==> src/rtl/core/h2r_pkg.sv <==
`timescale 1ns / 1ps
`default_nettype none

package h2r_pkg;

  // hue units in one 60 degree sector (1/64 degree each)
  localparam int unsigned SECTOR_UNITS = 3840;
  // full scale of saturation, brightness and color channels
  localparam int unsigned FULL_SCALE   = 255;
  // highest sector index the hue field can produce (hue up to 32767)
  localparam int unsigned SECTOR_MAX   = 8;
  // reciprocal of 15 in 0.16 fixed point, rounded up so floor stays exact
  localparam int unsigned RECIP_15     = 4370;

  typedef struct packed {
    logic [14:0] hue;
    logic [7:0]  saturation;
    logic [7:0]  brightness;
  } hsv_t;

  typedef struct packed {
    logic [7:0] red;
    logic [7:0] green;
    logic [7:0] blue;
  } rgb_t;

  // 60 degree hue sectors; hue past 360 degrees folds into the last one
  typedef enum logic [2:0] {
    SECT_RED_YELLOW,
    SECT_YELLOW_GREEN,
    SECT_GREEN_CYAN,
    SECT_CYAN_BLUE,
    SECT_BLUE_MAGENTA,
    SECT_MAGENTA_RED
  } sector_t;

  // floor(y / 255), exact for y up to 65279
  function automatic logic [7:0] div255(input logic [15:0] y);
    logic [16:0] sum;
    sum = {1'b0, y} + 17'd1 + {9'd0, y[15:8]};
    return sum[15:8];
  endfunction

endpackage

`default_nettype wire

==> src/rtl/core/hsv_to_rgb_converter_core.sv <==
`timescale 1ns / 1ps
`default_nettype none

// Channel   Handshake              Payload
// ------    ---------------------  ---------------------------------
// input     start && !busy         hsv : hue, saturation, brightness
// output    done per result        rgb : red, green, blue
//
// Five-stage pipeline: sector split, fraction products, divide by 3840,
// brightness products, divide by 255 and channel routing.
// One item per clock while busy is low; results leave in the order taken.
// Synchronous reset empties the pipeline; busy is high only around reset.
// The receiver cannot stall, so busy never rises in normal operation.

module hsv_to_rgb_converter_core
  import h2r_pkg::*;
(
  input  logic clk,
  input  logic rst,
  input  logic start,
  output logic busy,
  input  hsv_t hsv,
  output logic done,
  output rgb_t rgb
);

  logic accept;
  assign accept = start && !busy;

  // valid bits travel with the data
  logic valid1, valid2, valid3, valid4;

  // stage 1: sector and remainder within the sector
  sector_t     sector1;
  logic [11:0] rem1;
  logic [7:0]  sat1, bright1;

  // stage 2: saturation times fraction and its complement, p product
  sector_t     sector2;
  logic [19:0] sf_prod2, sfc_prod2;
  logic [15:0] p_prod2;
  logic [7:0]  bright2;
  logic        grey2;

  // stage 3: sf and sfc as n/255
  sector_t     sector3;
  logic [7:0]  sf3, sfc3;
  logic [15:0] p_prod3;
  logic [7:0]  bright3;
  logic        grey3;

  // stage 4: brightness products for q and t
  sector_t     sector4;
  logic [15:0] p_prod4, q_prod4, t_prod4;
  logic [7:0]  bright4;
  logic        grey4;

  // sector search over the fixed sector boundaries
  logic [3:0]  sector_idx;
  logic [14:0] sector_base;
  sector_t     sector_next;
  logic [11:0] rem_next;

  always_comb begin
    sector_idx  = '0;
    sector_base = '0;
    for (int k = 1; k <= int'(SECTOR_MAX); k++) begin
      if (hsv.hue >= 15'(k * SECTOR_UNITS)) begin
        sector_idx  = 4'(k);
        sector_base = 15'(k * SECTOR_UNITS);
      end
    end
    rem_next = 12'(hsv.hue - sector_base);
    if (sector_idx > 4'(SECT_MAGENTA_RED)) begin
      sector_next = SECT_MAGENTA_RED;
    end else begin
      sector_next = sector_t'(sector_idx[2:0]);
    end
  end

  // divide by 3840 as a shift by 8 and a reciprocal multiply by 15
  logic [24:0] sf_scaled, sfc_scaled;
  assign sf_scaled  = 25'(sf_prod2[19:8])  * 25'(RECIP_15);
  assign sfc_scaled = 25'(sfc_prod2[19:8]) * 25'(RECIP_15);

  // control: reset empties the pipeline
  always_ff @(posedge clk) begin
    if (rst) begin
      busy   <= 1'b1;
      valid1 <= 1'b0;
      valid2 <= 1'b0;
      valid3 <= 1'b0;
      valid4 <= 1'b0;
      done   <= 1'b0;
    end else begin
      busy   <= 1'b0;
      valid1 <= accept;
      valid2 <= valid1;
      valid3 <= valid2;
      valid4 <= valid3;
      done   <= valid4;
    end
  end

  // datapath registers
  rgb_t rgb_next;

  always_ff @(posedge clk) begin
    // stage 1
    sector1 <= sector_next;
    rem1    <= rem_next;
    sat1    <= hsv.saturation;
    bright1 <= hsv.brightness;

    // stage 2
    sector2   <= sector1;
    sf_prod2  <= 20'(sat1) * 20'(rem1);
    sfc_prod2 <= 20'(sat1) * 20'(12'(SECTOR_UNITS) - rem1);
    p_prod2   <= 16'(bright1) * 16'(8'(FULL_SCALE) - sat1);
    bright2   <= bright1;
    grey2     <= (sat1 == 8'd0);

    // stage 3
    sector3 <= sector2;
    sf3     <= sf_scaled[23:16];
    sfc3    <= sfc_scaled[23:16];
    p_prod3 <= p_prod2;
    bright3 <= bright2;
    grey3   <= grey2;

    // stage 4
    sector4 <= sector3;
    p_prod4 <= p_prod3;
    q_prod4 <= 16'(bright3) * 16'(8'(FULL_SCALE) - sf3);
    t_prod4 <= 16'(bright3) * 16'(8'(FULL_SCALE) - sfc3);
    bright4 <= bright3;
    grey4   <= grey3;

    // stage 5
    rgb <= rgb_next;
  end

  // stage 5: scale back to n/255 and route
  h2r_route u_route (
    .sector (sector4),
    .grey   (grey4),
    .v      (bright4),
    .p      (div255(p_prod4)),
    .q      (div255(q_prod4)),
    .t      (div255(t_prod4)),
    .rgb    (rgb_next)
  );

`ifndef ASSERT_OFF
  // a result only follows a taken item
  a_latency: assert property (@(posedge clk) disable iff (rst)
    done |-> $past(accept, 5))
    else $error("result without a matching item");

  // every item taken yields a result
  a_no_loss: assert property (@(posedge clk) disable iff (rst)
    accept |-> ##5 done)
    else $error("item lost in pipeline");

  // zero saturation gives grey at the item's brightness
  a_grey: assert property (@(posedge clk) disable iff (rst)
    (accept && hsv.saturation == 8'd0) |-> ##5
      (rgb.red == $past(hsv.brightness, 5) && rgb.green == rgb.red &&
       rgb.blue == rgb.red))
    else $error("grey pixel mismatch");

  // one channel carries the brightness and none exceeds it
  a_bright: assert property (@(posedge clk) disable iff (rst)
    accept |-> ##5
      ((rgb.red == $past(hsv.brightness, 5) ||
        rgb.green == $past(hsv.brightness, 5) ||
        rgb.blue == $past(hsv.brightness, 5)) &&
       rgb.red <= $past(hsv.brightness, 5) &&
       rgb.green <= $past(hsv.brightness, 5) &&
       rgb.blue <= $past(hsv.brightness, 5)))
    else $error("channel does not match brightness");
`endif

endmodule

`default_nettype wire

==> src/rtl/core/h2r_route.sv <==
`timescale 1ns / 1ps
`default_nettype none

module h2r_route
  import h2r_pkg::*;
(
  input  sector_t    sector,
  input  logic       grey,
  input  logic [7:0] v,
  input  logic [7:0] p,
  input  logic [7:0] q,
  input  logic [7:0] t,
  output rgb_t       rgb
);

  // route v, p, q, t onto the channels by sector; zero saturation is grey
  always_comb begin
    if (grey) begin
      rgb = '{red: v, green: v, blue: v};
    end else begin
      case (sector)
        SECT_RED_YELLOW:   rgb = '{red: v, green: t, blue: p};
        SECT_YELLOW_GREEN: rgb = '{red: q, green: v, blue: p};
        SECT_GREEN_CYAN:   rgb = '{red: p, green: v, blue: t};
        SECT_CYAN_BLUE:    rgb = '{red: p, green: q, blue: v};
        SECT_BLUE_MAGENTA: rgb = '{red: t, green: p, blue: v};
        default:           rgb = '{red: v, green: p, blue: q};
      endcase
    end
  end

endmodule

`default_nettype wire

==> config.mk <==
export PLATFORM = sky130hd
export DESIGN_NAME = hsv_to_rgb_converter_core
export DESIGN_NICKNAME = d
export VERILOG_FILES = /design/src/rtl/core/h2r_pkg.sv /design/src/rtl/core/hsv_to_rgb_converter_core.sv /design/src/rtl/core/h2r_route.sv
export SDC_FILE = /design/constraint.sdc
export NUM_CORES = 1
export LEC_CHECK = 0
export BUFFER_PORTS_ARGS = -buffer_cell sky130_fd_sc_hd__buf_2
export CAP_MARGIN = 20
export CORE_MARGIN = 1
export CORE_UTILIZATION = 65
export CTS_CLUSTER_DIAMETER = 150
export CTS_CLUSTER_SIZE = 14
export DETAILED_ROUTE_END_ITERATION = 16
export PLACE_DENSITY_LB_ADDON = 0.25
export SYNTH_ARGS = -nofsm -noshare
export SYNTH_HDL_FRONTEND = slang
export SYNTH_SLANG_ARGS = --single-unit
==> constraint.sdc <==
create_clock -name clk -period 6.4 [get_ports clk]
set_clock_uncertainty 0.05 [all_clocks]
set_input_delay 0.96 -clock clk [delete_from_list [all_inputs] [get_ports clk]]
set_output_delay 0.96 -clock clk [all_outputs]
set_load 0.01 [all_outputs]
==> summary.md <==
| Metric | Value |
|---|---|
| Hold Crit Class | reg2reg |
| Syn Inst Count | 2328 |
| Post-CTS Hold Fix Bufs | 0 |
| Synth Cell Area | 21910 um^2 |
| Sequential-to-total area share from yosys stat | 19.83% |
| Primary FF master, synth | dfxtp_1 |
| First-pass GRT wire length | 76750 um |
| WL/cell | 16.08 um |
| TritonCTS Buffers | 19 |
| DRC violations left | 0 |
| Share of layout cells above drive strength 1 | 4.754% |
| Netlist cell types | 76 |
| Drt first-iter violations | 755 |
| Slew Viols, Final | 0 |
| I/O Pins | 60 |
| Number of global-route vias before repair | 16476 |
| Crit-path max FO | 11 |
| Initial antenna violation count | 0 |
| RSZ-0062 raised after global routing | false |
| Core Box Area | 32870 um^2 |
| DRT Wirelength | 44980 um |
| CP bufs+invs | 5 |
| Die area | 34440 um^2 |
| Num Clock Sinks | 217 |
| Ys async rst share | 0% |
| MaxCap Viol Count | 0 |
| Final Hold Viols | 0 |
| Avg Cell Area, Syn | 9.410 um^2 |
| Yosys reg bits | 217 |
| Tcrit/Tclk final | 92.16% |
| FILL cells | 2561 |
| HPWL Detailed | 36080 um |
| Post-route minimum period | 5898 ps |
| CP Data Required Time | 6770 ps |
| Setup TNS | 0 ps |
| Startpoint Class | register |
| Post-Syn Nets | 2956 |
| Largest net degree at the start of global routing | 30 |
| Kind of critical path | reg2reg |
| Die width | 185.6 um |
| Slew headroom | 27.92% |
| Antenna Nets Post-Route | 0 |
| Critical Path AT | 6260 ps |
| GR Overflow Total | 0 |
| Clock root cell | clkbuf_16 |
| Crit. End Element | register |
| Status | completed |
| Router iterations before antenna repair | 5 |
| Max Clock Freq | 169.5 MHz |
| Worst Max-Slew Pin Slew | 1080 ps |
| CTS tree | done |
| Max stage delay cell, worst path | dfxtp_1 |
| Largest stage delay, worst path | 550 ps |
| Vias | 15581 |
| H-Tree Depth | 1 |
| Layout area overhead | 5.432% |
| Site Rows | 66 |
| Starting Density | 66.65% |
| Nets@finish | 2983 |
| EDFF count, synth | 0 |
| Chip Height | 185.6 um |
| CP Cell Sequence | inv_1, ha_1, nor3b_1, buf_4, xnor2_1, nand2_1, fa_1, fa_1, inv_1, fa_1, inv_1, fa_1, inv_1, ha_1, and3_1, o211ai_1, a211oi_1, o21ai_0, a211oi_1, xor2_1 |
| Overall Global Routing Usage | 27.73% |
| Clock Path Buffers | 3 |
| CP top delay family | adder cells |
| Worst-path clk slew | 100 ps |
| Synthesis Warnings | 0 |
| Final setup vio count | 0 |
| IO buf count | 59 |
| Skew-Pair Late Insertion Delay | 520 ps |
| Placer congestion estimate | 0.9313 |
| Vias per inst | 5.569 |
| ANT cells | 0 |
## cell usage after synthesis, types with 8 or more instances
cell type / instances / area share (%)
a21oi_1: 60 / 1.4
xor2_1: 32 / 1.3
a211oi_1: 9 / 0.31
nor3_1: 26 / 0.59
a31oi_1: 9 / 0.26
o22ai_1: 8 / 0.23
o21a_1: 12 / 0.41
nor2b_1: 125 / 3.6
dfxtp_1: 217 / 20
nand3_1: 31 / 0.71
o21ai_0: 51 / 1.2
clkbuf_1: 61 / 1.0
and3_1: 9 / 0.26
and2_1: 109 / 3.1
nand2_1: 151 / 2.6
o211ai_1: 21 / 0.72
xnor2_1: 67 / 2.7
inv_1: 430 / 7.4
nor2_1: 58 / 0.99
fa_1: 263 / 24
ha_1: 331 / 19
or3_1: 10 / 0.29
nand4_1: 14 / 0.40
nand2b_1: 95 / 2.7
a21o_1: 16 / 0.55
## cell families (layout without fill, tap and decap cells)
| kind of cell | Yosys count | count (layout) | synth area share, % |
|---|---|---|---|
| XOR/XNOR | 101 | 101 | 4.107 |
| AND/OR/NAND/NOR | 645 | 645 | 15.80 |
| AO/OA/AOI/OAI | 270 | 270 | 8.590 |
| flip-flops | 217 | 217 | 19.83 |
| adder cells (fa/ha/maj) | 594 | 594 | 42.94 |
| buffers and inverters | 498 | 526 | 8.585 |
| multiplexers | 3 | 3 | 0.1428 |
## final timing paths
kind | start | end | slack (ps) | cells past startpoint
max | rem1[1]$_DFF_P_ | sfc_prod2[17]$_DFF_P_ | 500 | 20
min | p_prod2[8]$_DFF_P_ | p_prod3[8]$_DFF_P_ | 270 | 0
max reg2reg | rem1[1]$_DFF_P_ | sfc_prod2[17]$_DFF_P_ | 500 | 20
min reg2reg | p_prod2[8]$_DFF_P_ | p_prod3[8]$_DFF_P_ | 270 | 0
## flip-flops by register name, indices dropped and copies added, names as in the netlist, 3 cells and up
name and count:
sector4 3, sat1 8, q_prod4 16, bright4 8, sfc3 8, rgb 24
bright1 8, bright3 8, sf3 8, p_prod2 16, t_prod4 16, sector2 3
sector3 3, p_prod3 16, rem1 12, sfc_prod2 12, p_prod4 16, sector1 3
bright2 8, sf_prod2 12
## layout make-up
cell class / instances / area (um^2) / area share [%]
timing repair buffer: 72 / 392.9 / 1.701
multi-input combinational: 1613 / 15690 / 67.92
tap: 442 / 553.0 / 2.394
inverter: 432 / 1622 / 7.021
clock inverter: 2 / 17.52 / 0.07584
sequential: 217 / 4344 / 18.81
clock buffer: 20 / 479.2 / 2.075
## stage by stage
step | setup WS, ps | instance area, um^2 | hold WS [ps] | instances | util, %
2_1_floorplan | 1037 | 21910 | 259.6 | 2328 | -
3_3_place_gp | 741.0 | 22590 | 260.2 | 2776 | 68.74
3_5_place_dp | 414.0 | 22590 | 262.1 | 2776 | 68.74
4_1_cts | 367.2 | 23090 | 276.4 | 2798 | 70.25
5_1_grt | 135.5 | 23100 | 277.3 | 2798 | 70.27
6_report | 501.9 | 23100 | 271.6 | 2798 | 70.27
## what timing repair did
item	4_1_cts	5_1_grt
buffers inserted	0	0
resized for setup	0	1
endpoints found under the setup margin	0	1
hold endpoints to repair	0	0
## cells in the final DEF (no fill, tap or decap), drive strengths merged, types with 7 or more instances in the layout
cell type and count:
nor3 26, clkbuf 20, or3 11, and2 109
and3 9, a21oi 62, xor2 32, o211ai 21
o22ai 8, nand2 151, o21a 12, nor2b 125
nand2b 95, nand3 31, a21o 16, dfxtp 217
inv 432, a31oi 10, fa 263, o21ai 54
a221oi 7, a211oi 9, nor2 58, xnor2 69
buf 72, ha 331, nand4 14
## per-layer routing
| metal | up-vias | GRT usage [%] | wire length [um] | part of all wire (%) |
|---|---|---|---|---|
| met3 | 92 | 3.444 | 2258 | 5.0 |
| met4 | 0 | 9.115 | 1182 | 2.6 |
| li1 | 7481 | - | - | - |
| met5 | - | 0 | 0 | 0 |
| met1 | 7594 | 34.24 | 18960 | 42 |
| met2 | 414 | 49.99 | 22580 | 50 |
Power is left out: the tool's default activity adds up to more than one toggle a clock period on the data nets, which glitch-free logic cannot reach.
